`src/hw/rtl/olad_pkg.sv`:
```
package olad_pkg;

    localparam int CMD_W = 2;
    localparam int VAL_W = 32;
    localparam int POS_W = 4;
    localparam int ST_W  = 2;
    localparam int LEN_W = 5;

    localparam int CAPACITY_DEF = 16;

    localparam logic [CMD_W-1:0] CMD_APPEND = 2'd0;
    localparam logic [CMD_W-1:0] CMD_DELETE = 2'd1;
    localparam logic [CMD_W-1:0] CMD_READ   = 2'd2;

    localparam logic [ST_W-1:0] ST_OK        = 2'd0;
    localparam logic [ST_W-1:0] ST_FULL      = 2'd1;
    localparam logic [ST_W-1:0] ST_NOT_FOUND = 2'd2;
    localparam logic [ST_W-1:0] ST_RANGE     = 2'd3;

    typedef enum logic [1:0] {
        S_IDLE,
        S_SCAN,
        S_SHIFT,
        S_FIN
    } state_t;

    typedef struct packed {
        logic        [CMD_W-1:0] command;
        logic signed [VAL_W-1:0] value;
        logic        [POS_W-1:0] position;
    } item_t;

    typedef struct packed {
        logic        [ST_W-1:0]  status;
        logic signed [VAL_W-1:0] read_value;
        logic        [LEN_W-1:0] length;
    } result_t;

endpackage

```
`src/hw/rtl/olad_ram.sv`:
```
module olad_ram #(
    parameter int DEPTH = olad_pkg::CAPACITY_DEF,
    parameter int AW    = $clog2(DEPTH),
    parameter int DW    = olad_pkg::VAL_W
) (
    input  logic          clk,
    input  logic          wr_en,
    input  logic [AW-1:0] wr_addr,
    input  logic [DW-1:0] wr_data,
    input  logic          rd_en,
    input  logic [AW-1:0] rd_addr,
    output logic [DW-1:0] rd_data
);

    logic [DW-1:0] mem [DEPTH];
    logic [DW-1:0] rd_data_reg;

    always_ff @(posedge clk)
    begin
        if (wr_en)
        begin
            mem[wr_addr] <= wr_data;
        end
    end

    // hold the last read word until the next read
    always_ff @(posedge clk)
    begin
        if (rd_en)
        begin
            rd_data_reg <= mem[rd_addr];
        end
    end

    assign rd_data = rd_data_reg;

endmodule

```
`src/hw/rtl/ordered_list_append_delete_key.sv`:
```
// Ordered list of up to CAPACITY signed 32-bit values held in one on-chip
// RAM (one write port, one read port, registered read), head at
// entry 0. Each command beat appends a value at the tail, deletes the first
// entry equal to a key (later entries move up one slot, order kept) or reads
// the entry at a position; every command gives exactly one response beat
// with status, read value (zero unless a read succeeds) and the length after
// the command. Commands are handled one at a time: cmd_ready is high only
// while no command is in flight, and the response register lets the next
// command in while the previous response still waits. Append, read and the
// unused code go from accept straight to the finish state. A delete
// scans and may close up: the scan reads one entry per cycle from the head
// up to the match, and the close-up copies one entry per cycle from the
// match to the tail, both paced by the single RAM read port. No clearing
// pass is needed after reset: only entries below the count are ever read.
module ordered_list_append_delete_key #(
    parameter int CAPACITY = olad_pkg::CAPACITY_DEF
) (
    input  logic             clk,
    input  logic             rst_n,
    input  logic             cmd_valid,
    output logic             cmd_ready,
    input  olad_pkg::item_t  cmd,
    output logic             rsp_valid,
    input  logic             rsp_ready,
    output olad_pkg::result_t rsp
);

    localparam int AW   = (CAPACITY > 1) ? $clog2(CAPACITY) : 1;
    localparam int CW   = $clog2(CAPACITY + 1);
    localparam int CMPW = (CW > olad_pkg::POS_W) ? CW : olad_pkg::POS_W;

    olad_pkg::state_t state_reg, state_next;

    logic [AW-1:0]                  idx_reg, idx_next;
    logic [CW-1:0]                  count_reg, count_next;
    logic [olad_pkg::CMD_W-1:0]     cmd_reg, cmd_next;
    logic [olad_pkg::VAL_W-1:0]     key_reg, key_next;
    logic [olad_pkg::ST_W-1:0]      status_reg, status_next;
    logic                           rsp_valid_reg, rsp_valid_next;
    olad_pkg::result_t              rsp_reg, rsp_next;

    logic                           wr_en;
    logic [AW-1:0]                  wr_addr;
    logic [olad_pkg::VAL_W-1:0]     wr_data;
    logic                           rd_en;
    logic [AW-1:0]                  rd_addr;
    logic [olad_pkg::VAL_W-1:0]     rd_data;

    logic                           accept;
    logic                           has_room;
    logic                           is_empty;
    logic                           pos_ok;
    logic                           hit;
    logic [CW-1:0]                  idx_plus1;
    logic [CW-1:0]                  idx_plus2;
    logic                           more_scan;
    logic                           more_shift;
    logic                           slot_free;

    olad_ram #(
        .DEPTH (CAPACITY),
        .AW    (AW),
        .DW    (olad_pkg::VAL_W)
    ) u_ram (
        .clk     (clk),
        .wr_en   (wr_en),
        .wr_addr (wr_addr),
        .wr_data (wr_data),
        .rd_en   (rd_en),
        .rd_addr (rd_addr),
        .rd_data (rd_data)
    );

    assign cmd_ready = (state_reg == olad_pkg::S_IDLE);
    assign accept    = cmd_valid && cmd_ready;

    assign has_room  = (count_reg < CW'(CAPACITY));
    assign is_empty  = (count_reg == '0);
    assign pos_ok    = (CMPW'(cmd.position) < CMPW'(count_reg));

    // rd_data is the entry at idx_reg during the scan, and at idx_reg + 1
    // during the close-up; reads always run ahead of the write slot, so a
    // read never targets the entry being written in the same cycle.
    assign hit        = (rd_data == key_reg);
    assign idx_plus1  = CW'(idx_reg) + CW'(1);
    assign idx_plus2  = CW'(idx_reg) + CW'(2);
    assign more_scan  = (idx_plus1 < count_reg);
    assign more_shift = (idx_plus2 < count_reg);

    // the response register can take a new beat this cycle
    assign slot_free  = !rsp_valid_reg || rsp_ready;

    // next state
    always_comb
    begin
        state_next = state_reg;
        case (state_reg)
            olad_pkg::S_IDLE:
            begin
                if (accept)
                begin
                    if ((cmd.command == olad_pkg::CMD_DELETE) && !is_empty)
                    begin
                        state_next = olad_pkg::S_SCAN;
                    end
                    else
                    begin
                        state_next = olad_pkg::S_FIN;
                    end
                end
            end
            olad_pkg::S_SCAN:
            begin
                if (hit && more_scan)
                begin
                    state_next = olad_pkg::S_SHIFT;
                end
                else if (hit || !more_scan)
                begin
                    state_next = olad_pkg::S_FIN;
                end
            end
            olad_pkg::S_SHIFT:
            begin
                if (!more_shift)
                begin
                    state_next = olad_pkg::S_FIN;
                end
            end
            olad_pkg::S_FIN:
            begin
                if (slot_free)
                begin
                    state_next = olad_pkg::S_IDLE;
                end
            end
            default:
            begin
                state_next = olad_pkg::S_IDLE;
            end
        endcase
    end

    // datapath and RAM control
    always_comb
    begin
        idx_next       = idx_reg;
        count_next     = count_reg;
        cmd_next       = cmd_reg;
        key_next       = key_reg;
        status_next    = status_reg;
        rsp_next       = rsp_reg;
        rsp_valid_next = rsp_valid_reg && !rsp_ready;
        wr_en          = 1'b0;
        wr_addr        = idx_reg;
        wr_data        = rd_data;
        rd_en          = 1'b0;
        rd_addr        = '0;
        case (state_reg)
            olad_pkg::S_IDLE:
            begin
                if (accept)
                begin
                    cmd_next    = cmd.command;
                    key_next    = cmd.value;
                    idx_next    = '0;
                    status_next = olad_pkg::ST_OK;
                    case (cmd.command)
                        olad_pkg::CMD_APPEND:
                        begin
                            if (has_room)
                            begin
                                // write the tail slot, grow the list
                                wr_en      = 1'b1;
                                wr_addr    = AW'(count_reg);
                                wr_data    = cmd.value;
                                count_next = count_reg + CW'(1);
                            end
                            else
                            begin
                                status_next = olad_pkg::ST_FULL;
                            end
                        end
                        olad_pkg::CMD_DELETE:
                        begin
                            if (is_empty)
                            begin
                                status_next = olad_pkg::ST_NOT_FOUND;
                            end
                            else
                            begin
                                rd_en   = 1'b1;
                                rd_addr = '0;
                            end
                        end
                        olad_pkg::CMD_READ:
                        begin
                            if (pos_ok)
                            begin
                                rd_en   = 1'b1;
                                rd_addr = AW'(cmd.position);
                            end
                            else
                            begin
                                status_next = olad_pkg::ST_RANGE;
                            end
                        end
                        default:
                        begin
                            status_next = olad_pkg::ST_OK;
                        end
                    endcase
                end
            end
            olad_pkg::S_SCAN:
            begin
                if (hit)
                begin
                    if (more_scan)
                    begin
                        // fetch the entry after the match; idx stays as write slot
                        rd_en   = 1'b1;
                        rd_addr = AW'(idx_plus1);
                    end
                    else
                    begin
                        // match at the tail: just drop it
                        count_next = count_reg - CW'(1);
                    end
                end
                else if (more_scan)
                begin
                    rd_en    = 1'b1;
                    rd_addr  = AW'(idx_plus1);
                    idx_next = AW'(idx_plus1);
                end
                else
                begin
                    status_next = olad_pkg::ST_NOT_FOUND;
                end
            end
            olad_pkg::S_SHIFT:
            begin
                // move the fetched entry up one slot
                wr_en   = 1'b1;
                wr_addr = idx_reg;
                wr_data = rd_data;
                if (more_shift)
                begin
                    rd_en    = 1'b1;
                    rd_addr  = AW'(idx_plus2);
                    idx_next = AW'(idx_plus1);
                end
                else
                begin
                    count_next = count_reg - CW'(1);
                end
            end
            olad_pkg::S_FIN:
            begin
                if (slot_free)
                begin
                    rsp_valid_next     = 1'b1;
                    rsp_next.status    = status_reg;
                    rsp_next.length    = olad_pkg::LEN_W'(count_reg);
                    rsp_next.read_value = '0;
                    if ((cmd_reg == olad_pkg::CMD_READ) && (status_reg == olad_pkg::ST_OK))
                    begin
                        rsp_next.read_value = rd_data;
                    end
                end
            end
            default:
            begin
                rsp_valid_next = rsp_valid_reg && !rsp_ready;
            end
        endcase
    end

    always_ff @(posedge clk or negedge rst_n)
    begin
        if (!rst_n)
        begin
            state_reg     <= olad_pkg::S_IDLE;
            count_reg     <= '0;
            rsp_valid_reg <= 1'b0;
        end
        else
        begin
            state_reg     <= state_next;
            count_reg     <= count_next;
            rsp_valid_reg <= rsp_valid_next;
        end
    end

    // payload registers
    always_ff @(posedge clk)
    begin
        idx_reg    <= idx_next;
        cmd_reg    <= cmd_next;
        key_reg    <= key_next;
        status_reg <= status_next;
        rsp_reg    <= rsp_next;
    end

    assign rsp_valid = rsp_valid_reg;
    assign rsp       = rsp_reg;

endmodule

```
`config.mk`:
```
export PLATFORM = sky130hd
export DESIGN_NAME = ordered_list_append_delete_key
export DESIGN_NICKNAME = d
export VERILOG_FILES = /design/src/hw/rtl/olad_pkg.sv /design/src/hw/rtl/olad_ram.sv /design/src/hw/rtl/ordered_list_append_delete_key.sv
export SDC_FILE = /design/constraint.sdc
export NUM_CORES = 1
export LEC_CHECK = 0
export BUFFER_PORTS_ARGS = -buffer_cell sky130_fd_sc_hd__buf_2
export CAP_MARGIN = 20
export CORE_MARGIN = 2
export CORE_UTILIZATION = 41
export CTS_CLUSTER_DIAMETER = 30
export DETAILED_ROUTE_END_ITERATION = 6
export GPL_TIMING_DRIVEN = 0
export PLACE_DENSITY_LB_ADDON = 0.12
export SLEW_MARGIN = 25
export SYNTH_ARGS = -nofsm -noshare
export SYNTH_HDL_FRONTEND = slang
export SYNTH_HIERARCHICAL = 1
export SYNTH_SLANG_ARGS = --single-unit
```
`constraint.sdc`:
```
create_clock -name clk -period 8.71 [get_ports clk]
set_input_delay 1.3065 -clock clk [delete_from_list [all_inputs] [get_ports clk]]
set_output_delay 1.3065 -clock clk [all_outputs]
set_load 0.05 [all_outputs]
```
### After elaboration in Yosys (flattened, before gate mapping)

Memories as Yosys holds them, arrays and structs flattened. A register that Yosys moved wholly into a read port is not among the register bits.
Cells that the tools add are included.

* bits in registers: 87
* output and inout bits: 41
* memories: 1
* bits in writable memories: 512
* word-level logic and storage cells: 116
* input port bits: 42

* order comparisons: 4
* add/sub/neg operators: 4
* mux-type cells: 56
* reductions and logical operators: 23
* equality and inequality tests: 18

Memory list
* u_ram.mem: words 16, bits a word 32, rd ports 1, clocked after Yosys merged registers in 1, write ports 1, line olad_ram.sv:15 `logic [DW-1:0] mem [DEPTH];`

Operators by type and width (number)
* $mux W32: 4
* $mux W4: 13
* $eq A32 B32 Y1: 1
* $mux W5: 6
* $pmux W4 S3: 2
* $mux W2: 11
* $pmux W5 S3: 1
* $ne A2 B2 Y1 const B: 7
* $mux W1: 13
* $lt A5 B5 Y1: 2
* $eq A2 B2 Y1 const B: 4
* $pmux W2 S4: 1
* $reduce_and A4 Y1: 2
* $reduce_and A7 Y1: 1
* $logic_not A2 Y1: 3
* $ne A2 B1 Y1 const B: 3
* $pmux W2 S3: 1
* $add A4 B1 Y5 const B: 1
* $add A4 B2 Y5 const B: 1
* $add A5 B1 Y5 const B: 1
* $logic_and A1 B1 Y1: 5
* $logic_not A5 Y1: 1
* $lt A4 B5 Y1: 1
* $lt A5 B5 Y1 const B: 1
* 12 further kinds: 19

### Logic depth before layout (Yosys ltp)

* depth in word-level cells: 7
* gate-level depth with buffers: 14
* gate-level depth less buffers: 12

### By module

Netlist, hierarchy kept.

Modules (own cells, without submodules)
* olad_ram: sequential area each 16335.7 sq um, area an instance 20155.6 sq um, cells an instance 838, times used 1
* ordered_list_append_delete_key: sequential area each 2572.5 sq um, area an instance 4621.9 sq um, cells an instance 343, times used 1

### Least setup slack after synthesis

OpenSTA, ideal clock, no wires.

* kind: input-to-reg
* start point: in cmd_valid
* end point: mem u_ram/mem[0][0] (netlist bit), enable pin
* required time: 8.249 ns
* stages: 8
* setup time: 0.461 ns
* buffers on the path: 1
* arrival time: 5.494 ns
* slack: 2.755 ns
* cell sequence: nand2_1 -> inv_1 -> nand3_1 -> clkbuf_1 -> nand2_1 -> o21ai_0 -> or3b_2 -> nor3_1

* elaborated cells on any way between the ends: 7
* classes of those cells: mux (6); reduce/logical (1)

RTL lines
* start: declaration: line ordered_list_append_delete_key.sv:20 `input logic cmd_valid,`
* $logic_and A1 B1 Y1: line ordered_list_append_delete_key.sv:75 `assign accept = cmd_valid && cmd_ready;`
* $mux W4: line ordered_list_append_delete_key.sv:162 `if (accept)`
* $mux W4: line ordered_list_append_delete_key.sv:159 `case (state_reg)`
* named net wr_addr[2]: line ordered_list_append_delete_key.sv:43 `logic [AW-1:0] wr_addr;`
* end: declaration: line olad_ram.sv:15

The timed path passes the listed nets, and every way through them passes these cells.

### Final worst setup path

* start point: reg idx_reg[0]
* end point: reg u_ram.rd_data_reg[14], in the netlist u_ram/rd_data[14], read port of u_ram.mem, data pin

* cells in the longest elaborated chain, start to end: 4
* elaborated cells on any way between the ends: 10
* classes of those cells: add/sub (2); order compare (2); mux (6)

RTL lines
* start: declaration: line ordered_list_append_delete_key.sv:34 `logic [AW-1:0] idx_reg, idx_next;`
* start signal: assignment: line ordered_list_append_delete_key.sv:299 `idx_reg <= idx_next;`
* $add A4 B1 Y5: line ordered_list_append_delete_key.sv:85 `assign idx_plus1 = CW'(idx_reg) + CW'(1);`
* named net idx_plus1[2]: line ordered_list_append_delete_key.sv:54 `logic [CW-1:0] idx_plus1;`
* $lt A5 B5 Y1: line ordered_list_append_delete_key.sv:87 `assign more_scan = (idx_plus1 < count_reg);`
* $mux W4: line ordered_list_append_delete_key.sv:219, ordered_list_append_delete_key.sv:231
* $pmux W4 S3: line ordered_list_append_delete_key.sv:159
* named net rd_addr[1]: line ordered_list_append_delete_key.sv:46 `logic [AW-1:0] rd_addr;`
* end: declaration: line olad_ram.sv:16 `logic [DW-1:0] rd_data_reg;`

The timed path passes the listed nets, and every way through them passes these cells.
A chain may end at the register's enable or synchronous reset.

==> results.md <==
* Cells after Synth at 1181
* DR iter-0 viols at 1124
* Crit-path slowest cell: buf_1
* Average wire per standard cell at 27.2 um
* Critical Path Start Type: flip-flop
* Die Footprint at 62400 um^2
* Worst skew pair latency at 0.70 ns
* CP dominant cell by count: ha_1
* Antenna violations before repair at 1
* Area leader, netlist: edfxtp_1
* Pleak at 10.8 nW
* Most common library cells after synthesis: edfxtp_1, mux4_2, a22oi_1
* Via count at 12815
* Sink Count at 631
* Slew HR at 31.1%
* Crit path max fanout at 10
* Placed instance count at 2095
* Initial DRT Pass Iterations at 7
* Tmin final at 4.74 ns
* P per Cell Area at 443 nW/um^2
* DR DRC count at 0
* Max stage delay on crit path at 0.81 ns
* Final worst slack at 3.97 ns
* Area of the core at 60000 um^2
* M2 GR Usage at 32.0%
* First-pass GRT wire length at 92.4 mm
* Vias in the first global route at 13268
* Worst R2R Path Depth at 13
* CP cell instances: ha_1, xor2_1, ha_1, a21o_1, a31oi_1, o211a_1, a222oi_1, nor2_1, buf_2, buf_1, mux4_2, a22oi_1, nand2_1
* Tot GR Track Use at 21.0%
* Max-capacitance violation count at 0
* WS Path Type: reg -> reg
* Share of cells above drive strength 1 at 36.1%
* CP startpoint: idx_reg[0]$_SDFFCE_PP0P_
* Layout Cell Area excl Fill at 31900 um^2
* Worst setup EP type: flip-flop
* Fin. Hold Viols at 0
* Fillers at 4665
* Critical Path RT at 9.11 ns
* Post-route ant nets at 0
* Grt met3 use at 5.93%
* Yosys warnings at 6
* # resized after CTS at 0
* Total negative slack at 0 ns
* Number of flip-flops in the largest register at 512
* Post-synth top flop: edfxtp_1
* Final Max Slew Viols at 0
* EDFF count, synth at 623
* Setup bufs post-CTS at 0
* CTS clk-pin slew, worst paths at 0.04 ns
* I/O Pins at 83
* Reg-to-Reg End: u_ram/rd_data[14]$_DFFE_PP_
* Vias per cell at 5.48
* Worst reg2reg startpoint: idx_reg[0]$_SDFFCE_PP0P_
* Die Span Y at 250 um
* F_max at 0.211 GHz
* Mapped Nets at 1249
* Dpl ws at 3.63 ns
* Synthesized area at 24800 um^2
* Synth-to-layout area growth at 28.7%
* Setup slack, reg-to-reg at 3.97 ns
* Sequential fraction of the synthesis area at 76.3%
* Count leader, synth: edfxtp_1
* Synth top area share at 75.5%
* Hold Slack at 0.461 ns
* # hold bufs at CTS at 0
* DIE WIDTH at 250 um
* Routability cong. at 0.747
* Peak VDD IR at 0.000237 V
* Grt peak-use layer: met2
* Post-Route WL at 63.7 mm
* Register bit count reported by yosys at 631
* Clock buffer count from CTS at 133
* Ys async rst share at 1.27%
* Status: completed
* Gr ovfl total at 0
* Routing usage on met1 at 29.3%
* Distinct cells, synth at 53
* Row count at 90
* Initial core utilization at 41.3%
* Tightest Pin Transition at 1.03 ns
* CTS tree: built
* Endpoints failing setup at 0
* Largest net degree at the start of global routing at 24
* Arrival @ worst endpoint at 5.14 ns
* Average size of a mapped cell at 21.0 um^2
* H-tree depth at 4
* Total Nets Final at 1516
* Main area contributors after synthesis: edfxtp_1, mux4_2, a22oi_1
* Hold Crit Class: in -> async
* RSZ-0062 raised after global routing: no
* Area after DPL at 27200 um^2
* # diodes at 0
* Post-DP HPWL at 41.9 mm
* Clock tree buffer depth at 3
* Port bufs at 82
* Period utilisation layout at 54.5%
* CTS Root Cell: clkbuf_16
* Post-Layout Cell Count at 2340
* Clock Skew at 0.0290 ns
final cells by class:
cell class / instances / area (um^2) / area share [%]
plain buffers: 51 / 239 / 0.750
clock buffers: 150 / 3540 / 11.1
repair buffers: 132 / 1320 / 4.15
well taps: 782 / 978 / 3.07
flip-flops and latches: 631 / 18900 / 59.3
inverters: 13 / 51.3 / 0.161
multi-input cells: 486 / 5720 / 18.0
clock inverters: 95 / 1110 / 3.49
routing by layer:
| layer | up-vias | share of wire, % | wire length [um] |
|---|---|---|---|
| li1 | 5490 | - | - |
| met1 | 6724 | 44 | 27800 |
| met2 | 506 | 47 | 29800 |
| met3 | 95 | 7.6 | 4870 |
| met4 | 0 | 2.0 | 1270 |
| met5 | - | 0 | 0 |
layout by cell type (no fill, tap or decap), drive strengths merged, types with 3 or more instances in the layout:
cell        n
a21oi      11
inv        19
nand3       5
nor3        5
dfrtp       8
mux2       35
and2       37
a21o        6
clkbuf    172
nand4       3
edfxtp    623
mux4      128
bufinv     22
xnor2       5
clkinvlp   11
nand2      46
o21ai       8
nor2b       5
buf       161
nor4        8
nand3b      3
nor2       23
ha         25
clkinv     56
xor2       35
nand2b      5
o211ai      3
a22oi      66
kinds of logic after synthesis:
| family | after synthesis | share of synthesized area (%) |
|---|---|---|
| AOI/OAI and AO/OA | 108 | 3.38 |
| muxes | 165 | 13.3 |
| buffers and inverters | 64 | 1.16 |
| DFF | 631 | 76.3 |
| and+or+nand+nor | 147 | 3.05 |
| xor gates and xnor gates | 40 | 1.41 |
| adders and majority gates | 26 | 1.34 |
worst max-delay path: cells and delay by family, from the launching register on:
kind | cells | cell delay [ns]
multiplexers | 1 | 0.43
AO/OA/AOI/OAI | 5 | 1.16
XOR/XNOR | 1 | 0.25
adder cells (fa/ha/maj) | 2 | 0.56
buffers and inverters | 2 | 1.17
flip-flops | 1 | 0.51
AND/OR/NAND/NOR | 2 | 0.34
worst max-delay path by stage:
| stage | to | slack (ns) |
|---|---|---|
| 3_3_place_gp | u_ram/mem[0][14]$_DFFE_PP_ | -2.27 |
| 5_1_grt | u_ram/rd_data[14]$_DFFE_PP_ | 3.65 |
| 3_5_place_dp | u_ram/mem[3][21]$_DFFE_PP_ | 3.63 |
| 4_1_cts | u_ram/rd_data[14]$_DFFE_PP_ | 3.94 |
| 2_1_floorplan | u_ram/mem[0][0]$_DFFE_PP_ | 2.76 |
| 6_report | u_ram/rd_data[14]$_DFFE_PP_ | 3.97 |
stage by stage:
| step | util [%] | power (mW) |
|---|---|---|
| CTS | 53.1 | 14.3 |
| floorplan | - | 7.40 |
| global route | 53.1 | 14.8 |
| detailed placement | 45.3 | 9.07 |
| finish | 53.1 | 14.1 |
| global placement | 43.6 | 8.83 |
report_power, final:
part | internal, mW | total [mW] | leakage [nW] | switching (mW)
clock network | 3.56 | 5.17 | 2.27 | 1.61
logic | 1.67 | 4.43 | 2.78 | 2.77
registers | 4.33 | 4.53 | 5.75 | 0.200
total | 9.55 | 14.1 | 10.8 | 4.58
(Power assumes the default switching activity.)
